<file path="config.mk">
export PLATFORM = sky130hd
export DESIGN_NAME = length_prefixed_request_parser_top
export DESIGN_NICKNAME = d
export VERILOG_FILES = /design/src/design/lprp_pkg.sv /design/src/design/lprp_parser.sv /design/src/design/length_prefixed_request_parser_top.sv
export SDC_FILE = /design/constraint.sdc
export NUM_CORES = 1
export LEC_CHECK = 0
export BUFFER_PORTS_ARGS = -buffer_cell sky130_fd_sc_hd__buf_2
export CAP_MARGIN = 25
export CORE_ASPECT_RATIO = 0.5
export CORE_UTILIZATION = 50
export CTS_CLUSTER_SIZE = 16
export DETAILED_ROUTE_END_ITERATION = 16
export PLACE_DENSITY_LB_ADDON = 0.05
export SYNTH_ARGS = -nofsm -noshare
export SYNTH_HDL_FRONTEND = slang
export SYNTH_SLANG_ARGS = --single-unit
</file>
<file path="constraint.sdc">
create_clock -name clk -period 7.5 [get_ports clk]
set_clock_uncertainty 0.1 [all_clocks]
set_input_delay 0 -clock clk [delete_from_list [all_inputs] [get_ports clk]]
set_output_delay 0 -clock clk [all_outputs]
set_load 0.005 [all_outputs]
</file>
<file path="src/design/lprp_pkg.sv">
package lprp_pkg;

	typedef enum logic [1:0] {
		PH_FRAME_LEN = 2'd0,
		PH_ARG_COUNT = 2'd1,
		PH_ARG_LEN   = 2'd2,
		PH_PAYLOAD   = 2'd3
	} phase_t;

	typedef enum logic [2:0] {
		V_NONE      = 3'd0,
		V_GET       = 3'd1,
		V_SET       = 3'd2,
		V_DEL       = 3'd3,
		V_UNKNOWN   = 3'd4,
		V_MALFORMED = 3'd5,
		V_TOO_LONG  = 3'd6
	} verdict_t;

	typedef struct packed {
		logic       arg_valid;
		logic [7:0] arg_byte;
		logic [3:0] arg_index;
		logic       arg_last;
		logic       frame_end;
		verdict_t   verdict;
	} result_t;

	localparam logic [3:0]  CFG_MAX_MESSAGE_LEN = 4'd0;
	localparam logic [3:0]  CFG_MAX_ARGUMENTS   = 4'd1;
	localparam logic [15:0] MAX_MESSAGE_LEN_RST = 16'd4096;
	localparam logic [3:0]  MAX_ARGUMENTS_RST   = 4'd10;

	localparam logic [7:0] CHAR_CR = 8'h0d;
	localparam logic [7:0] CHAR_LF = 8'h0a;
	localparam logic [7:0] CHAR_A  = 8'h41;
	localparam logic [7:0] CHAR_Z  = 8'h5a;
	localparam logic [7:0] CASE_OFFSET = 8'h20;

	localparam logic [1:0] NAME_LEN = 2'd3;

	// candidate k: 0 get, 1 set, 2 del
	function automatic logic [7:0] cand_char(input logic [1:0] k, input logic [1:0] pos);
		logic [7:0] c;
		c = 8'h00;
		case (pos)
			2'd0: begin
				case (k)
					2'd0: c = "g";
					2'd1: c = "s";
					2'd2: c = "d";
					default: c = 8'h00;
				endcase
			end
			2'd1: c = "e";
			2'd2: c = (k == 2'd2) ? "l" : "t";
			default: c = 8'h00;
		endcase
		return c;
	endfunction

endpackage

</file>
<file path="src/design/lprp_parser.sv">
module lprp_parser import lprp_pkg::*; (
	input  logic        clk,
	input  logic        arst_n,
	input  logic        step,
	input  logic [7:0]  data_byte,
	input  logic [15:0] max_message_len,
	input  logic [3:0]  max_arguments,
	output logic        res_valid,
	output result_t     res
);

	phase_t      phase_q, phase_d;
	logic [1:0]  cnt_q, cnt_d;
	logic [23:0] acc_q, acc_d;
	logic [15:0] fbl_q, fbl_d;
	logic [3:0]  args_q, args_d;
	logic [3:0]  total_q, total_d;
	logic [3:0]  cur_q, cur_d;
	logic [15:0] abl_q, abl_d;
	logic [1:0]  pos_q, pos_d;
	logic [2:0]  match_q, match_d;
	logic        halt_q, halt_d;

	logic [31:0] hdr_full;
	logic        hdr_done;
	logic [15:0] fbl_dec;
	logic [15:0] abl_dec;
	logic [7:0]  lc;
	logic [1:0]  pos_nx;
	logic [2:0]  match_nx;
	logic        do_next;
	logic [3:0]  ni_args;
	verdict_t    v;
	logic        pay;

	always_comb begin
		hdr_full = {data_byte, acc_q};
		hdr_done = (cnt_q == 2'd3);
		fbl_dec  = (fbl_q != 16'd0) ? fbl_q - 16'd1 : fbl_q;
		abl_dec  = (abl_q != 16'd0) ? abl_q - 16'd1 : abl_q;
		lc = (data_byte >= CHAR_A && data_byte <= CHAR_Z) ? data_byte + CASE_OFFSET : data_byte;

		pos_nx   = pos_q;
		match_nx = match_q;
		if (pos_q < NAME_LEN) begin
			for (int k = 0; k < 3; k++) begin
				if (lc != cand_char(2'(k), pos_q)) match_nx[k] = 1'b0;
			end
			pos_nx = pos_q + 2'd1;
		end else if (data_byte != CHAR_CR && data_byte != CHAR_LF) begin
			match_nx = 3'b000;
		end
	end

	always_comb begin
		phase_d = phase_q;
		cnt_d   = cnt_q;
		acc_d   = acc_q;
		fbl_d   = fbl_q;
		args_d  = args_q;
		total_d = total_q;
		cur_d   = cur_q;
		abl_d   = abl_q;
		pos_d   = pos_q;
		match_d = match_q;
		halt_d  = halt_q;
		v       = V_NONE;
		pay     = 1'b0;
		do_next = 1'b0;
		ni_args = 4'd0;
		res     = '0;

		// header byte collection, shared by the three header phases
		if (phase_q != PH_PAYLOAD) begin
			cnt_d = cnt_q + 2'd1;
			case (cnt_q)
				2'd0: acc_d[7:0]   = data_byte;
				2'd1: acc_d[15:8]  = data_byte;
				2'd2: acc_d[23:16] = data_byte;
				default: acc_d = '0;
			endcase
		end

		case (phase_q)
			PH_FRAME_LEN: begin
				if (hdr_done) begin
					if (hdr_full[31:16] != 16'd0 || hdr_full[15:0] > max_message_len) begin
						v = V_TOO_LONG;
					end else if (hdr_full[31:2] == 30'd0) begin
						v = V_MALFORMED;
					end else begin
						fbl_d   = hdr_full[15:0];
						phase_d = PH_ARG_COUNT;
					end
				end
			end
			PH_ARG_COUNT: begin
				fbl_d = fbl_dec;
				if (hdr_done) begin
					if (hdr_full[31:4] != 28'd0 || hdr_full[3:0] > max_arguments) begin
						v = V_MALFORMED;
					end else begin
						args_d  = hdr_full[3:0];
						total_d = hdr_full[3:0];
						cur_d   = 4'd0;
						do_next = 1'b1;
						ni_args = hdr_full[3:0];
					end
				end
			end
			PH_ARG_LEN: begin
				fbl_d = fbl_dec;
				if (hdr_done) begin
					if (hdr_full[31:16] != 16'd0 || hdr_full[15:0] > fbl_dec) begin
						v = V_MALFORMED;
					end else if (hdr_full[15:0] == 16'd0) begin
						cur_d   = cur_q + 4'd1;
						args_d  = args_q - 4'd1;
						do_next = 1'b1;
						ni_args = args_q - 4'd1;
					end else begin
						abl_d   = hdr_full[15:0];
						phase_d = PH_PAYLOAD;
					end
				end
			end
			PH_PAYLOAD: begin
				pay           = 1'b1;
				res.arg_valid = 1'b1;
				res.arg_byte  = data_byte;
				res.arg_index = cur_q;
				res.arg_last  = (abl_q == 16'd1);
				if (cur_q == 4'd0) begin
					pos_d   = pos_nx;
					match_d = match_nx;
				end
				abl_d = abl_dec;
				fbl_d = fbl_dec;
				if (abl_dec == 16'd0) begin
					cur_d   = cur_q + 4'd1;
					args_d  = args_q - 4'd1;
					do_next = 1'b1;
					ni_args = args_q - 4'd1;
				end
			end
			default: ;
		endcase

		// advance to the next argument, or close the frame
		if (do_next) begin
			if (ni_args == 4'd0) begin
				if (fbl_d == 16'd0) begin
					if (pos_d == NAME_LEN && total_d == 4'd2 && match_d[0]) v = V_GET;
					else if (pos_d == NAME_LEN && total_d == 4'd3 && match_d[1]) v = V_SET;
					else if (pos_d == NAME_LEN && total_d == 4'd2 && match_d[2]) v = V_DEL;
					else v = V_UNKNOWN;
					phase_d = PH_FRAME_LEN;
					cnt_d   = 2'd0;
					acc_d   = '0;
					fbl_d   = 16'd0;
					args_d  = 4'd0;
					total_d = 4'd0;
					cur_d   = 4'd0;
					abl_d   = 16'd0;
					pos_d   = 2'd0;
					match_d = 3'b111;
				end else begin
					v = V_MALFORMED;
				end
			end else if (fbl_d < 16'd4) begin
				v = V_MALFORMED;
			end else begin
				phase_d = PH_ARG_LEN;
				cnt_d   = 2'd0;
				acc_d   = '0;
			end
		end

		if (v == V_MALFORMED || v == V_TOO_LONG) halt_d = 1'b1;
		res.frame_end = (v != V_NONE);
		res.verdict   = v;
		res_valid     = !halt_q && (pay || v != V_NONE);
	end

	always_ff @(posedge clk or negedge arst_n) begin
		if (!arst_n) begin
			phase_q <= PH_FRAME_LEN;
			cnt_q   <= 2'd0;
			acc_q   <= '0;
			fbl_q   <= 16'd0;
			args_q  <= 4'd0;
			total_q <= 4'd0;
			cur_q   <= 4'd0;
			abl_q   <= 16'd0;
			pos_q   <= 2'd0;
			match_q <= 3'b111;
			halt_q  <= 1'b0;
		end else if (step && !halt_q) begin
			phase_q <= phase_d;
			cnt_q   <= cnt_d;
			acc_q   <= acc_d;
			fbl_q   <= fbl_d;
			args_q  <= args_d;
			total_q <= total_d;
			cur_q   <= cur_d;
			abl_q   <= abl_d;
			pos_q   <= pos_d;
			match_q <= match_d;
			halt_q  <= halt_d;
		end
	end

endmodule

</file>
<file path="src/design/length_prefixed_request_parser_top.sv">
// channel  direction  handshake            payload
// in       sink       in_valid / in_stall  data_byte
// out      source     out_valid/ out_stall arg_valid arg_byte arg_index arg_last
//                                          frame_end verdict
// cfg      sink       cfg_valid/ cfg_ready cfg_index cfg_data
//
// One byte per cycle unless stalled; a byte's result is registered in the next cycle.
// The parser state updates in the accepting cycle, set by the header/payload counters.
// in_stall rises only while the output register is full and out_stall is high.
// arst_n clears all but out_q; limits return to 4096 and 10. cfg_ready is always high.
// After an error every byte is taken and dropped until reset.
module length_prefixed_request_parser_top import lprp_pkg::*; (
	input  logic        clk,
	input  logic        arst_n,
	input  logic        in_valid,
	output logic        in_stall,
	input  logic [7:0]  data_byte,
	output logic        out_valid,
	input  logic        out_stall,
	output logic        arg_valid,
	output logic [7:0]  arg_byte,
	output logic [3:0]  arg_index,
	output logic        arg_last,
	output logic        frame_end,
	output logic [2:0]  verdict,
	input  logic        cfg_valid,
	output logic        cfg_ready,
	input  logic [3:0]  cfg_index,
	input  logic [15:0] cfg_data
);

	logic [15:0] max_message_len_q;
	logic [3:0]  max_arguments_q;
	logic        step;
	logic        res_valid;
	result_t     res;
	result_t     out_q;
	logic        out_valid_q;

	assign cfg_ready = 1'b1;
	assign in_stall  = out_valid_q && out_stall;
	assign step      = in_valid && !in_stall;

	always_ff @(posedge clk or negedge arst_n) begin
		if (!arst_n) begin
			max_message_len_q <= MAX_MESSAGE_LEN_RST;
			max_arguments_q   <= MAX_ARGUMENTS_RST;
		end else if (cfg_valid && cfg_ready) begin
			case (cfg_index)
				CFG_MAX_MESSAGE_LEN: max_message_len_q <= cfg_data;
				CFG_MAX_ARGUMENTS:   max_arguments_q   <= cfg_data[3:0];
				default: ;
			endcase
		end
	end

	lprp_parser u_parser (
		.clk             (clk),
		.arst_n          (arst_n),
		.step            (step),
		.data_byte       (data_byte),
		.max_message_len (max_message_len_q),
		.max_arguments   (max_arguments_q),
		.res_valid       (res_valid),
		.res             (res)
	);

	always_ff @(posedge clk or negedge arst_n) begin
		if (!arst_n) begin
			out_valid_q <= 1'b0;
		end else if (step) begin
			out_valid_q <= res_valid;
		end else if (!out_stall) begin
			out_valid_q <= 1'b0;
		end
	end

	always_ff @(posedge clk) begin
		if (step && res_valid) begin
			out_q <= res;
		end
	end

	assign out_valid = out_valid_q;
	assign arg_valid = out_q.arg_valid;
	assign arg_byte  = out_q.arg_byte;
	assign arg_index = out_q.arg_index;
	assign arg_last  = out_q.arg_last;
	assign frame_end = out_q.frame_end;
	assign verdict   = out_q.verdict;

endmodule

</file>
==> results.md <==
Hold path:
- The tightest min-delay check is of the in -> reg type.
- The number of instances on the worst hold path is 4.
- In this run the most critical hold path is launched from cfg_index[3].

Timing:
- Setup repair after global routing left no endpoint under its margin.
- Setup violations remaining at the end of the flow were counted as 0.
- The fmax is 156 MHz.
- The fraction of the cycle the final worst path needs is 0.854.
- The count of pins over their slew limit is 0.
- For the finished layout, the period the worst path requires is 6400 ps.
- The post-route worst setup slack is 1100 ps.
- At the pin with the least slew margin, the transition time is about 1100 ps.
- The final number of hold-violating endpoints is 0.
- The final sum of negative setup slack is 0 ps.
- The worst max-slew margin expressed relative to the limit is 0.281.

Route:
- In the detailed route, the total length drawn on met2 is 11.9 mm.
- In this run, the number of DRC markers left after iteration 0 of detailed routing was 831.
- For this block, the via count after detailed routing is 8353.
- The met1 wire length is 13.0 mm.
- The sum of met3 wire segment lengths after detailed routing is around 2.5 mm.
- In this run the top signal layer used is met4.
- The final routed wire length divided by cell count is 20.7 um.
- The detailed-route wire length is 27.7 mm.
- The number of optimization iterations in the first detailed-route pass is 7.
- The count of nets left with antenna violations after detail routing is 0.
- The remaining design rule violation count is 0.
- Using the TritonRoute via totals, the vias-per-cell ratio works out to a little over 6.

Critical path:
- The endpoint class of the critical path is a flop.
- For flop-to-flop paths, the worst setup slack is 1100 ps.
- STA classifies the critical path startpoint as a flop.
- The worst setup path is of the reg -> reg kind.
- The worst setup path startpoint is u_parser.fbl_q[0].
- The depth of the worst register-to-register path is 19.
- For the worst setup path, the data arrival time is 6350 ps.
- The launching point of the worst reg2reg path is u_parser.fbl_q[0].
- The required time reported for the critical path endpoint is around 7500 ps.
- Of all nets on the critical path, the largest fanout is 19.

Flow run:
- Max-cap violations in this run came to 0.

Placement:
- The detailed-placement wirelength estimate is 19.4 mm.
- In this run the tool buffered the top-level ports with 52 buffer cells.
- The final estimated routing congestion in global placement is 1.01.
- The instance area at placement is 9100 um2.
- Timing analysis after detailed placement gives a worst setup slack of 1280 ps.

Cells and area:
- The fraction of final layout cells sized beyond drive strength 1 is 0.115.
- The number of antenna diodes in the final layout is 0.
- Leaving out fill and tap cells, the most frequent cells in the layout are sky130_fd_sc_hd__nand2_1 (99), sky130_fd_sc_hd__dfrtp_1 (93), sky130_fd_sc_hd__nor2_1 (92).
- After the last flow step, the layout net total stands at 1196.
- The area growth from synthesis to final layout is 16.1%.
- With fillers left out, the area of the finished cells amounts to 10100 um2.
- The library cell used most frequently in the layout, excluding fill and tap cells, is sky130_fd_sc_hd__nand2_1.
- The fill cell total of the finished layout is 1536.

Global routing:
- The global routing usage summed across all routing layers is 0.319.
- The first global-routing pass estimated 43.6 mm of wire.
- Entering global routing, the biggest net connects between 70 and 80 pins.
- The number of global-route vias before repair is slightly below 8000.
- The initial antenna violation count came to 0.
- The global-route congestion overflow total is 0.

Yosys:
- Sorting the synthesized cells by area gives the leading types as sky130_fd_sc_hd__dfrtp_1 (27%), sky130_fd_sc_hd__ha_1 (9.2%), sky130_fd_sc_hd__edfxtp_1 (6.2%).
- Counting flops and latches in the post-synthesis netlist gives roughly 120.
- The mean instance size in the synthesized netlist is 8.32 um2.
- After synthesis, the share of flip-flops with an asynchronous set or reset is 0.846.
- The sequential element share of the synthesized area is 0.348.
- The share of synthesized area in the top cell type comes to 0.268.
- After synthesis the cells add up to 8680 um2.
- The number of nets in the synthesized netlist is 1140.
- The flip-flop cell with the highest count after synthesis is sky130_fd_sc_hd__dfrtp_1.
- The Yosys step of the flow raised 0 warnings.
- The count of cell types in the netlist is 81.
- Synthesis handed over a netlist of 1043 instances.
- In this run, synthesis inferred 18 flip-flops with an integrated enable.
- The largest total area in the synthesized netlist belongs to sky130_fd_sc_hd__dfrtp_1.

Status:
- The flow ran to the end, and the final reports show no timing, DRC or antenna violations.

Die:
- The initialized floorplan defines 33 standard-cell rows.
- The floorplan die width is about 190 um.
- The area inside the core boundary is 16700 um2.
- The area of the die is around 18000 um2.
- The initial utilization of the core area, before any placement, comes to 0.520.
- Measured along the y axis, the die boundary spans approximately 95 um.
- The boundary pin count is 54.

Clocking:
- TritonCTS built the clock tree.
- The clock transition at the registers of the reported paths is 50 ps.
- Counting along the longest clock path gives a buffer depth of 2.
- Once the clock tree was built, the setup fixing pass inserted 0 buffers.
- CTS saw 117 sinks.
- Clock tree synthesis selected as its root buffer the cell sky130_fd_sc_hd__clkbuf_16.
- In this run the number of H-tree levels came out at 4.
- Buffers inserted during clock tree synthesis total 17.
- The clock reaches the later pin of the worst-skew pair after 430 ps.

Power:
- The completed layout was analyzed and its total power is 3.75 mW.
- In this run the static leakage power is roughly 4.1 nW.
- Dividing total power by cell area gives a power density of approximately 370 nW/um2.
- The worst ir drop on vdd is ~0.19 mV.
[synth_stat cells, types with 17 or more instances]
cell / number
sky130_fd_sc_hd__dfrtp_1: 93
sky130_fd_sc_hd__o21ai_1: 33
sky130_fd_sc_hd__edfxtp_1: 18
sky130_fd_sc_hd__a22oi_1: 31
sky130_fd_sc_hd__nand2_1: 99
sky130_fd_sc_hd__nand3_1: 21
sky130_fd_sc_hd__nor4_1: 17
sky130_fd_sc_hd__o22ai_1: 17
sky130_fd_sc_hd__o21ai_0: 63
sky130_fd_sc_hd__xnor2_1: 22
sky130_fd_sc_hd__inv_1: 54
sky130_fd_sc_hd__clkbuf_1: 52
sky130_fd_sc_hd__and2_1: 18
sky130_fd_sc_hd__nor2_1: 92
sky130_fd_sc_hd__a21oi_1: 84
sky130_fd_sc_hd__ha_1: 64
sky130_fd_sc_hd__nor3_1: 29
[final timing paths]
path                                    endpoint
setup / recovery                     arg_byte[1]
setup reg to reg                     arg_byte[1]
max in group asynchronous    u_parser.match_q[2]
hold / removal             max_message_len_q[10]
hold reg to reg                u_parser.cur_q[3]
min in group asynchronous  max_message_len_q[14]
[per-layer routing]
metal,up-vias,global-route usage
met5,-,0
met4,0,0.0820
met3,34,0.0916
met2,341,0.488
met1,4033,0.444
li1,3945,-
[what timing repair did]
action / 4_1_cts / 5_1_grt
hold buffers: 31 / 0
hold endpoints to repair: 56 / 0
resized for setup: 0 / 0
[logic make-up after synthesis]
kind of cell,after synthesis,share of synthesized area
AND/OR/NAND/NOR,372,0.219
AO/OA/AOI/OAI,336,0.248
flip-flops,117,0.348
buffers and inverters,115,0.0512
adder cells (fa/ha/maj),64,0.0922
XOR/XNOR,29,0.0293
multiplexers,9,0.0112
other,1,0.000432
[report_power, final]
part           leakage, nW  internal (mW)  switching, mW
clock network        0.309          0.577          0.304
logic                 2.43          0.649           1.05
registers             1.39          0.842          0.330
total                 4.13           2.07           1.68
[metrics by stage]
stage | util | cells | hold WS [ps]
CTS | 0.603 | 1338 | 4.04
global placement | 0.546 | 1275 | -152
floorplan | - | 1043 | -396
finish | 0.604 | 1339 | 19.3
detailed placement | 0.546 | 1275 | -153
global route | 0.604 | 1339 | 11.0
[flip-flops by register name, summed over array words and instances (netlist names)]
name               cells
arg_index              4
verdict                3
u_parser.args_q        4
u_parser.abl_q        16
arg_valid              1
arg_byte               8
u_parser.pos_q         2
frame_end              1
max_message_len_q     16
u_parser.cnt_q         2
u_parser.phase_q       2
u_parser.match_q       3
u_parser.fbl_q        16
u_parser.acc_q        24
max_arguments_q        4
u_parser.halt_q        1
arg_last               1
out_valid              1
u_parser.total_q       4
u_parser.cur_q         4
[final cells by class]
class / count / area, um2 / area share
tap: 227 / 284 / 0.0282
timing repair buffer: 97 / 708 / 0.0702
sequential: 117 / 3030 / 0.300
inverter: 55 / 206 / 0.0205
multi-input combinational: 811 / 5230 / 0.518
clock buffer: 25 / 517 / 0.0512
clock inverter: 7 / 116 / 0.0115
[worst max-delay path, stage by stage, from the launching register on]
cell and delay [ps]:
sky130_fd_sc_hd__dfrtp_1 440, sky130_fd_sc_hd__inv_1 210, sky130_fd_sc_hd__ha_1 200, sky130_fd_sc_hd__nor2b_1 230, sky130_fd_sc_hd__and4_1 470, sky130_fd_sc_hd__nand2_1 270
sky130_fd_sc_hd__nand2_1 150, sky130_fd_sc_hd__o21ai_0 130, sky130_fd_sc_hd__ha_1 320, sky130_fd_sc_hd__nor2b_1 120, sky130_fd_sc_hd__o211ai_1 90, sky130_fd_sc_hd__a2111oi_0 460
sky130_fd_sc_hd__o31ai_1 330, sky130_fd_sc_hd__and3_1 350, sky130_fd_sc_hd__a22oi_2 310, sky130_fd_sc_hd__o22ai_2 150, sky130_fd_sc_hd__or3_1 440, sky130_fd_sc_hd__nor2_2 300
sky130_fd_sc_hd__a21o_1 250, sky130_fd_sc_hd__o41a_1 720
(Power assumes the default switching activity.)
